==> src/sv/dcplm_pkg.sv <==
// Types and constants for the dual channel peak level meter.
// Used by the front, queue, back and top-level modules.
package dcplm_pkg;

  localparam logic [11:0] MIDSCALE       = 12'd2048;
  localparam logic [6:0]  PCT_SCALE      = 7'd100;
  localparam logic [6:0]  HOLD_CAP       = 7'd99;
  localparam logic [11:0] NOISE_FLOOR_RST = 12'd200;
  localparam logic [11:0] FULL_SCALE_RST  = 12'd1800;

  localparam int QDEPTH = 4;
  localparam int QPTR_W = $clog2(QDEPTH);

  // Quotient bits of the level divide; percent never exceeds 100.
  localparam int DIV_STEPS = 7;

  localparam logic REG_NOISE_FLOOR = 1'b0;
  localparam logic REG_FULL_SCALE  = 1'b1;

  localparam logic FUNC_SAMPLE = 1'b0;
  localparam logic FUNC_TICK   = 1'b1;

  localparam logic KIND_LEVEL = 1'b0;
  localparam logic KIND_TICK  = 1'b1;

  typedef struct packed {
    logic        kind;
    logic        ch;
    logic [11:0] peak;
  } cmd_t;

  typedef struct packed {
    logic empty;
    logic full;
  } q_status_t;

  typedef struct packed {
    logic [11:0] noise_floor;
    logic [11:0] full_scale;
  } cfg_t;

  typedef enum logic [1:0] {
    B_IDLE,
    B_MUL,
    B_DIV,
    B_LOAD
  } back_state_t;

  // floor(p / 10) for p up to 100, by reciprocal 205/2048.
  function automatic logic [3:0] bar_of(logic [6:0] p);
    logic [14:0] t;
    t = 15'(p) * 15'd205;
    return t[14:11];
  endfunction

endpackage

==> src/sv/dual_channel_peak_level_meter.sv <==
// Dual channel peak level meter.
// Input stream s_*: one item per request. s_tuser[0] selects an ADC sample
// (0) or the one-second tick (1); s_tuser[1] is the channel, s_tdata[11:0]
// the sample and s_tlast the last sample of that channel's frame.
// Output stream m_*: m_tuser[0] is 0 for a frame level report (channel in
// m_tuser[1], percent and bar count in m_tdata) and 1 for the packed
// per-second peaks (m_tdata[24:11]).
// cfg_*: index 0 writes noise_floor, index 1 full_scale; write only when idle.
// Samples are taken one per cycle while the queue has room. A frame end or a
// tick queues a request in a four-entry queue. A level request goes through
// the back end in order (setup, x100 multiply, 7 restoring divide steps,
// output load); a tick is loaded from the queue straight to the output.
// The back end takes a new request only from idle, after the last is loaded.
// When the queue is full s_tready drops. A stalled m_tready holds the output
// register and then the back end, and the queue fills behind it.
// Reset (rst, synchronous) clears peaks, holds, queue and output valid, and
// loads noise_floor 200 and full_scale 1800.
module dual_channel_peak_level_meter #(
  parameter int CHANNELS = 2
) (
  input  logic        clk,
  input  logic        rst,
  input  logic        s_tvalid,
  output logic        s_tready,
  input  logic [15:0] s_tdata,   // [11:0] sample, [15:12] zero
  input  logic        s_tlast,
  input  logic [1:0]  s_tuser,   // [0] func, [1] channel
  output logic        m_tvalid,
  input  logic        m_tready,
  output logic [31:0] m_tdata,   // [6:0] level_percent, [10:7] bar_count,
                                 // [24:11] packed_peaks, [31:25] zero
  output logic [1:0]  m_tuser,   // [0] report_kind, [1] level_channel
  input  logic        cfg_valid,
  output logic        cfg_ready,
  input  logic        cfg_index,
  input  logic [11:0] cfg_data
);
  import dcplm_pkg::*;

  cfg_t      cfg;
  cmd_t      push_cmd;
  cmd_t      head;
  q_status_t qstat;
  logic      push;
  logic      pop;

  assign cfg_ready = 1'b1;
  assign s_tready  = !qstat.full;

  always_ff @(posedge clk) begin
    if (rst) begin
      cfg.noise_floor <= NOISE_FLOOR_RST;
      cfg.full_scale  <= FULL_SCALE_RST;
    end else if (cfg_valid && cfg_ready) begin
      case (cfg_index)
        REG_NOISE_FLOOR: cfg.noise_floor <= cfg_data;
        REG_FULL_SCALE:  cfg.full_scale  <= cfg_data;
        default: ;
      endcase
    end
  end

  dcplm_front #(.CHANNELS(CHANNELS)) u_front (
    .clk       (clk),
    .rst       (rst),
    .in_valid  (s_tvalid),
    .in_ready  (s_tready),
    .func      (s_tuser[0]),
    .ch        (s_tuser[1]),
    .sample    (s_tdata[11:0]),
    .frame_end (s_tlast),
    .push      (push),
    .push_cmd  (push_cmd)
  );

  dcplm_fifo u_fifo (
    .clk      (clk),
    .rst      (rst),
    .push     (push),
    .push_cmd (push_cmd),
    .pop      (pop),
    .head     (head),
    .status   (qstat)
  );

  dcplm_back #(.CHANNELS(CHANNELS)) u_back (
    .clk      (clk),
    .rst      (rst),
    .cfg      (cfg),
    .head     (head),
    .qstat    (qstat),
    .pop      (pop),
    .m_tvalid (m_tvalid),
    .m_tready (m_tready),
    .m_tdata  (m_tdata),
    .m_tuser  (m_tuser)
  );

endmodule

==> src/sv/dcplm_fifo.sv <==
// Short command queue between the front and the back.
// Depends on dcplm_pkg for cmd_t, q_status_t and QDEPTH.
module dcplm_fifo (
  input  logic                clk,
  input  logic                rst,
  input  logic                push,
  input  dcplm_pkg::cmd_t     push_cmd,
  input  logic                pop,
  output dcplm_pkg::cmd_t     head,
  output dcplm_pkg::q_status_t status
);
  import dcplm_pkg::*;

  cmd_t               mem [QDEPTH];
  logic [QPTR_W-1:0]  wr_ptr;
  logic [QPTR_W-1:0]  rd_ptr;
  logic [QPTR_W:0]    count;

  assign status.empty = (count == '0);
  assign status.full  = (count == (QPTR_W+1)'(QDEPTH));
  assign head         = mem[rd_ptr];

  always_ff @(posedge clk) begin
    if (push) begin
      mem[wr_ptr] <= push_cmd;
    end
  end

  always_ff @(posedge clk) begin
    if (rst) begin
      wr_ptr <= '0;
      rd_ptr <= '0;
      count  <= '0;
    end else begin
      if (push) wr_ptr <= wr_ptr + 1'b1;
      if (pop)  rd_ptr <= rd_ptr + 1'b1;
      if (push && !pop)      count <= count + 1'b1;
      else if (pop && !push) count <= count - 1'b1;
    end
  end

endmodule

==> src/sv/dcplm_front.sv <==
// Front end: takes samples and ticks, tracks per-channel frame peaks,
// queues a request at each frame end and each tick. Depends on dcplm_pkg.
module dcplm_front #(
  parameter int CHANNELS = 2
) (
  input  logic            clk,
  input  logic            rst,
  input  logic            in_valid,
  input  logic            in_ready,
  input  logic            func,
  input  logic            ch,
  input  logic [11:0]     sample,
  input  logic            frame_end,
  output logic            push,
  output dcplm_pkg::cmd_t push_cmd
);
  import dcplm_pkg::*;

  logic [11:0] frame_peak [CHANNELS];
  logic [11:0] cur_peak;
  logic [11:0] dev;
  logic [11:0] new_peak;
  logic        ch_ok;
  logic        accept;
  logic        is_tick;

  assign accept  = in_valid && in_ready;
  assign is_tick = (func == FUNC_TICK);

  // |sample - 2048|, at most 2048
  assign dev = sample[11] ? {1'b0, sample[10:0]} : (MIDSCALE - sample);

  always_comb begin
    cur_peak = '0;
    ch_ok    = 1'b0;
    for (int i = 0; i < CHANNELS; i++) begin
      if (ch == 1'(i)) begin
        cur_peak = frame_peak[i];
        ch_ok    = 1'b1;
      end
    end
  end

  assign new_peak = (dev > cur_peak) ? dev : cur_peak;

  assign push          = accept && (is_tick || (ch_ok && frame_end));
  assign push_cmd.kind = is_tick ? KIND_TICK : KIND_LEVEL;
  assign push_cmd.ch   = ch;
  assign push_cmd.peak = new_peak;

  always_ff @(posedge clk) begin
    if (rst) begin
      for (int i = 0; i < CHANNELS; i++) frame_peak[i] <= '0;
    end else if (accept && !is_tick) begin
      for (int i = 0; i < CHANNELS; i++) begin
        if (ch == 1'(i)) frame_peak[i] <= frame_end ? 12'd0 : new_peak;
      end
    end
  end

endmodule

==> src/sv/dcplm_back.sv <==
// Back end: turns queued requests into reports. Level requests go through
// floor, clamp, x100 and a 7-step divide; ticks pack the holds. Uses dcplm_pkg.
module dcplm_back #(
  parameter int CHANNELS = 2
) (
  input  logic                 clk,
  input  logic                 rst,
  input  dcplm_pkg::cfg_t      cfg,
  input  dcplm_pkg::cmd_t      head,
  input  dcplm_pkg::q_status_t qstat,
  output logic                 pop,
  output logic                 m_tvalid,
  input  logic                 m_tready,
  output logic [31:0]          m_tdata,
  output logic [1:0]           m_tuser
);
  import dcplm_pkg::*;

  back_state_t state, state_next;

  logic [6:0]  second_hold [CHANNELS];
  logic [11:0] lvl;
  logic        cur_ch;
  logic [11:0] rem;
  logic [6:0]  num_lo;
  logic [6:0]  quot;
  logic [2:0]  step;

  logic        out_free;
  logic        ld_tick;
  logic        ld_level;
  logic        take_level;
  logic        do_mul;
  logic        do_div;

  logic [11:0] lvl_floor;
  logic [11:0] lvl_clamp;
  logic [18:0] prod;
  logic [12:0] shifted;
  logic        q_bit;
  logic [12:0] rem_sub;
  logic [6:0]  pct;
  logic [13:0] packed_val;

  assign out_free = !m_tvalid || m_tready;

  // next state
  always_comb begin
    state_next = state;
    case (state)
      B_IDLE: if (!qstat.empty && head.kind == KIND_LEVEL) state_next = B_MUL;
      B_MUL:  state_next = B_DIV;
      B_DIV:  if (step == 3'(DIV_STEPS - 1)) state_next = B_LOAD;
      B_LOAD: if (out_free) state_next = B_IDLE;
      default: state_next = B_IDLE;
    endcase
  end

  // control outputs
  always_comb begin
    ld_tick    = 1'b0;
    ld_level   = 1'b0;
    take_level = 1'b0;
    do_mul     = 1'b0;
    do_div     = 1'b0;
    case (state)
      B_IDLE: begin
        if (!qstat.empty) begin
          if (head.kind == KIND_TICK) ld_tick = out_free;
          else                        take_level = 1'b1;
        end
      end
      B_MUL:  do_mul = 1'b1;
      B_DIV:  do_div = 1'b1;
      B_LOAD: ld_level = out_free;
      default: ;
    endcase
  end

  assign pop = ld_tick || take_level;

  assign lvl_floor = (head.peak < cfg.noise_floor) ? 12'd0 : (head.peak - cfg.noise_floor);
  assign lvl_clamp = (lvl_floor > cfg.full_scale) ? cfg.full_scale : lvl_floor;

  assign prod    = 19'(lvl) * 19'(PCT_SCALE);
  assign shifted = {rem, num_lo[6]};
  assign q_bit   = (shifted >= {1'b0, cfg.full_scale});
  assign rem_sub = q_bit ? (shifted - {1'b0, cfg.full_scale}) : shifted;

  assign pct = (cfg.full_scale == 12'd0) ? 7'd0 : quot;

  always_comb begin
    logic [6:0] h;
    packed_val = '0;
    for (int i = 0; i < CHANNELS; i++) begin
      h = (second_hold[i] > HOLD_CAP) ? HOLD_CAP : second_hold[i];
      packed_val = 14'(packed_val * 14'd100 + 14'(h));
    end
  end

  always_ff @(posedge clk) begin
    if (take_level) begin
      lvl    <= lvl_clamp;
      cur_ch <= head.ch;
    end
    if (do_mul) begin
      rem    <= 12'(prod[18:7]);
      num_lo <= prod[6:0];
      quot   <= '0;
    end
    if (do_div) begin
      rem    <= rem_sub[11:0];
      num_lo <= {num_lo[5:0], 1'b0};
      quot   <= {quot[5:0], q_bit};
    end
  end

  always_ff @(posedge clk) begin
    if (rst) begin
      state <= B_IDLE;
      step  <= '0;
      for (int i = 0; i < CHANNELS; i++) second_hold[i] <= '0;
    end else begin
      state <= state_next;
      if (do_mul)      step <= '0;
      else if (do_div) step <= step + 1'b1;
      if (ld_tick) begin
        for (int i = 0; i < CHANNELS; i++) second_hold[i] <= '0;
      end else if (ld_level) begin
        for (int i = 0; i < CHANNELS; i++) begin
          if (cur_ch == 1'(i) && pct > second_hold[i]) second_hold[i] <= pct;
        end
      end
    end
  end

  // output register
  always_ff @(posedge clk) begin
    if (rst) begin
      m_tvalid <= 1'b0;
    end else if (ld_tick || ld_level) begin
      m_tvalid <= 1'b1;
    end else if (m_tready) begin
      m_tvalid <= 1'b0;
    end
  end

  always_ff @(posedge clk) begin
    if (ld_tick) begin
      m_tdata <= {7'd0, packed_val, 4'd0, 7'd0};
      m_tuser <= {1'b0, KIND_TICK};
    end else if (ld_level) begin
      m_tdata <= {7'd0, 14'd0, bar_of(pct), pct};
      m_tuser <= {cur_ch, KIND_LEVEL};
    end
  end

endmodule

==> config.mk <==
export PLATFORM = sky130hd
export DESIGN_NAME = dual_channel_peak_level_meter
export DESIGN_NICKNAME = d
export VERILOG_FILES = /design/src/sv/dcplm_pkg.sv /design/src/sv/dual_channel_peak_level_meter.sv /design/src/sv/dcplm_fifo.sv /design/src/sv/dcplm_front.sv /design/src/sv/dcplm_back.sv
export SDC_FILE = /design/constraint.sdc
export NUM_CORES = 1
export LEC_CHECK = 0
export BUFFER_PORTS_ARGS = -buffer_cell sky130_fd_sc_hd__buf_2
export CORE_ASPECT_RATIO = 0.5
export CORE_MARGIN = 3
export CORE_UTILIZATION = 40
export CTS_CLUSTER_DIAMETER = 30
export DETAILED_ROUTE_END_ITERATION = 8
export SLEW_MARGIN = 5
export SYNTH_ARGS = -nofsm -noshare
export SYNTH_HDL_FRONTEND = slang
export SYNTH_SLANG_ARGS = --single-unit
export TNS_END_PERCENT = 20
==> constraint.sdc <==
create_clock -name clk -period 13 [get_ports clk]
set_input_delay 0.65 -clock clk [delete_from_list [all_inputs] [get_ports clk]]
set_output_delay 0.65 -clock clk [all_outputs]
set_load 0.05 [all_outputs]
==> impl_metrics.toml <==
[layout]
layout-drive-gt1-share_pct = 11.4
nFillCells = 3019
diodes = 0
area_delta_synth_final_pct = 9.99
fin_nets = 1524

[setup_path]
worst_setup_path_end_kind = "register"
critPathMaxFanout = 14
cp_data_required_time_ps = 13190
crit_path_start_kind = "register"
arrival_ps = 6240
r2r_slack_ps = 6950
reg2reg_to = "u_back.lvl[10]$_DFFE_PP_"
r2r_cells = 19
critical_path_class = "reg -> reg"

[timing]
final-setup-viol-count = 0
timing.final.crit_share_pct = 46.5
holdWs_ps = 449
tightest_slew_ps = 1130
rsz0062_at_grt = "false"
drv_slew = 0
tns_ps = 0
period_needed_ps = 6050
relSlewSlack_pct = 24.4
fmax_mhz = 165
hold_violations = 0
clock-skew-final_ps = 16.7

[die]
floorplan.rows = 46
start_util_pct = 41.0
coreArea_um2 = 32000
io_pins = 74
die_x_um = 262
die_y_um = 134
dieArea_um2 = 35100

[global_routing]
grt_max_degree = 39
use_met3_pct = 3.55
gr-max-usage-layer = "met2"
grt_pass1_wl_um = 45000
antenna_found_initial = 0
met2_usage_pct = 27.1
overflow = 0
grt_pass1_vias = 8980
grt_use_total_pct = 16.1
gr-usage-met1_pct = 21.2

[hold_path]
min_to = "u_back.m_tuser[0]$_SDFFE_PP1P_"
hold_depth = 2
hold_path_startpoint = "u_back.m_tuser[0]$_SDFFE_PP1P_"
hold_class = "reg -> reg"

[yosys]
yosys_warnings = 0
synth_area_leader_cell = "edfxtp_1"
yosysUniqueCellTypes = 70
yosysSeqAreaShare_pct = 41.1
postSynth.asyncResetShare_pct = 0
syn_inst = 1240
yosysMostFrequentCell = "ha_1"
synth_ff_type = "edfxtp_1"
syn_area_um2 = 13100
yosysTopAreaCellShare_pct = 33.2
yosys-top-cells-count = "ha_1 (176), edfxtp_1 (145), inv_1 (134)"
ys_ff_latch = 197
synth.area.top_cells = "edfxtp_1 (33%), ha_1 (17%), dfxtp_1 (7.9%)"
avgSynthCellArea_um2 = 10.6
synth_edf_count = 145

[routing]
via_per_inst = 5.14
vias = 8913
wire_per_inst_um = 15.7
wl_um = 27200
drt-pass1-iter-count = 5
drt_iter0_drc = 500
ant_nets = 0
remaining_drc_errors = 0

[cts]
htree_num_levels = 4
cts_resized = 0
clkSinkCount = 197
cts_buffer_depth = 2
cts_made_buffers = 17
clkTransAtPathRegs_ps = 80
cts_tree = "yes"
cts_hold_buf = 0
cts_root_buf = "clkbuf_16"
clkLatencyLatePin_ps = 450
cts_setup_buffers = 0

[run_status]
status = "finished, final reports clean"

[run]
cap_violations = 0

[placed_design]
port_buffers = 61
globalplace.congestion = 0.865
hpwl_um = 21000
==> per-stage QoR <==
step | util (%) | setup slack, ps | std cells | area [um^2]
floorplan | - | 8430 | 1246 | 13100
global placement | 43.2 | 6940 | 1703 | 13800
detailed placement | 43.2 | 6870 | 1703 | 13800
CTS | 45.1 | 6830 | 1735 | 14400
global route | 45.1 | 6380 | 1735 | 14400
finish | 45.1 | 6950 | 1735 | 14400
==> cells by family after synthesis <==
| logic type | Yosys count | synth area share (%) |
|---|---|---|
| buf+inv | 176 | 5.44 |
| simple gates | 328 | 12.3 |
| flops | 197 | 41.1 |
| xor+xnor | 61 | 4.07 |
| other cells | 2 | 0.0573 |
| mux | 67 | 6.61 |
| fa+ha+maj | 198 | 20.1 |
| compound gates | 211 | 10.3 |
==> state kept, by name, indices dropped and copies added, names as in the netlist, named ones only <==
signal              flops
u_fifo.wr_ptr           2
u_back.step             3
u_back.state            2
u_back.m_tdata         25
u_back.m_tvalid         1
u_fifo.mem             56
u_fifo.count            3
u_back.rem             12
u_back.second_hold     14
u_back.lvl             12
u_back.cur_ch           1
u_fifo.rd_ptr           2
u_back.quot             7
u_front.frame_peak     24
u_back.num_lo           5
u_back.m_tuser          2
cfg                    24
==> cell type report <==
cell class	count	area (um^2)	area share, %
inverters	134	503	3.49
clock inverters	12	145	1.01
well taps	432	541	3.75
flip-flops and latches	197	5400	37.4
repair buffers	67	350	2.43
clock buffers	20	457	3.17
multi-input cells	873	7030	48.8
==> critical path, cell delays in order (launching register included) <==
cell and delay [ps]:
dfxtp_1 950, mux4_2 630, inv_1 80, ha_1 160, inv_1 50, fa_1 400
a21oi_1 210, nor2_1 100, o211ai_2 210, a31oi_1 160, o22ai_2 420, nor2b_1 140
ha_1 320, nor2b_1 130, o21ai_0 80, nand2b_1 70, a21oi_1 60, or3_1 310
a21oi_1 870, mux2_2 430
==> how the worst max path moves through the flow <==
stage                                to  startpoint  depth (start not counted)  slack, ps
6_report       u_back.lvl[10]$_DFFE_PP_    register                         19       6950
5_1_grt        u_back.lvl[10]$_DFFE_PP_    register                         19       6380
4_1_cts        u_back.lvl[10]$_DFFE_PP_    register                         19       6830
3_5_place_dp    u_back.lvl[4]$_DFFE_PP_    register                         19       6870
3_3_place_gp   u_back.lvl[10]$_DFFE_PP_    register                         19       6940
2_1_floorplan  u_back.lvl[10]$_DFFE_PP_    register                         19       8430
==> metal layers <==
layer | vias to the layer above | wire length [um] | part of all wire (%)
met4 | 0 | 391 | 1.4
met2 | 136 | 12900 | 47
met5 | - | 0 | 0
met1 | 4278 | 12900 | 47
met3 | 29 | 1030 | 3.8
li1 | 4470 | - | -
==> layout by cell type (no fill, tap or decap), types with 5 or more instances in the layout <==
master     instances
edfxtp_1         145
nor4_1             7
nand2b_1          15
nand3_1           14
buf_4              6
and2_1            24
dfxtp_1           52
a21oi_1           90
nand2_1           97
inv_1            134
o211ai_1          10
a21o_1            12
fa_1              21
nand4_1           11
nor2_1            92
mux2i_1           36
o21a_1            16
and4b_1           11
ha_1             176
nor2b_1           12
xor2_1            24
or3_1              5
a31oi_1            9
conb_1             8
o21ai_0           29
mux2_2            17
buf_2             61
nor3_1            17
clkbuf_16         17
or2_2              7
mux4_2            14
xnor2_1           37
Power is not shown: default switching activity piles up to over one toggle a cycle in this logic, so the estimate is an artifact.
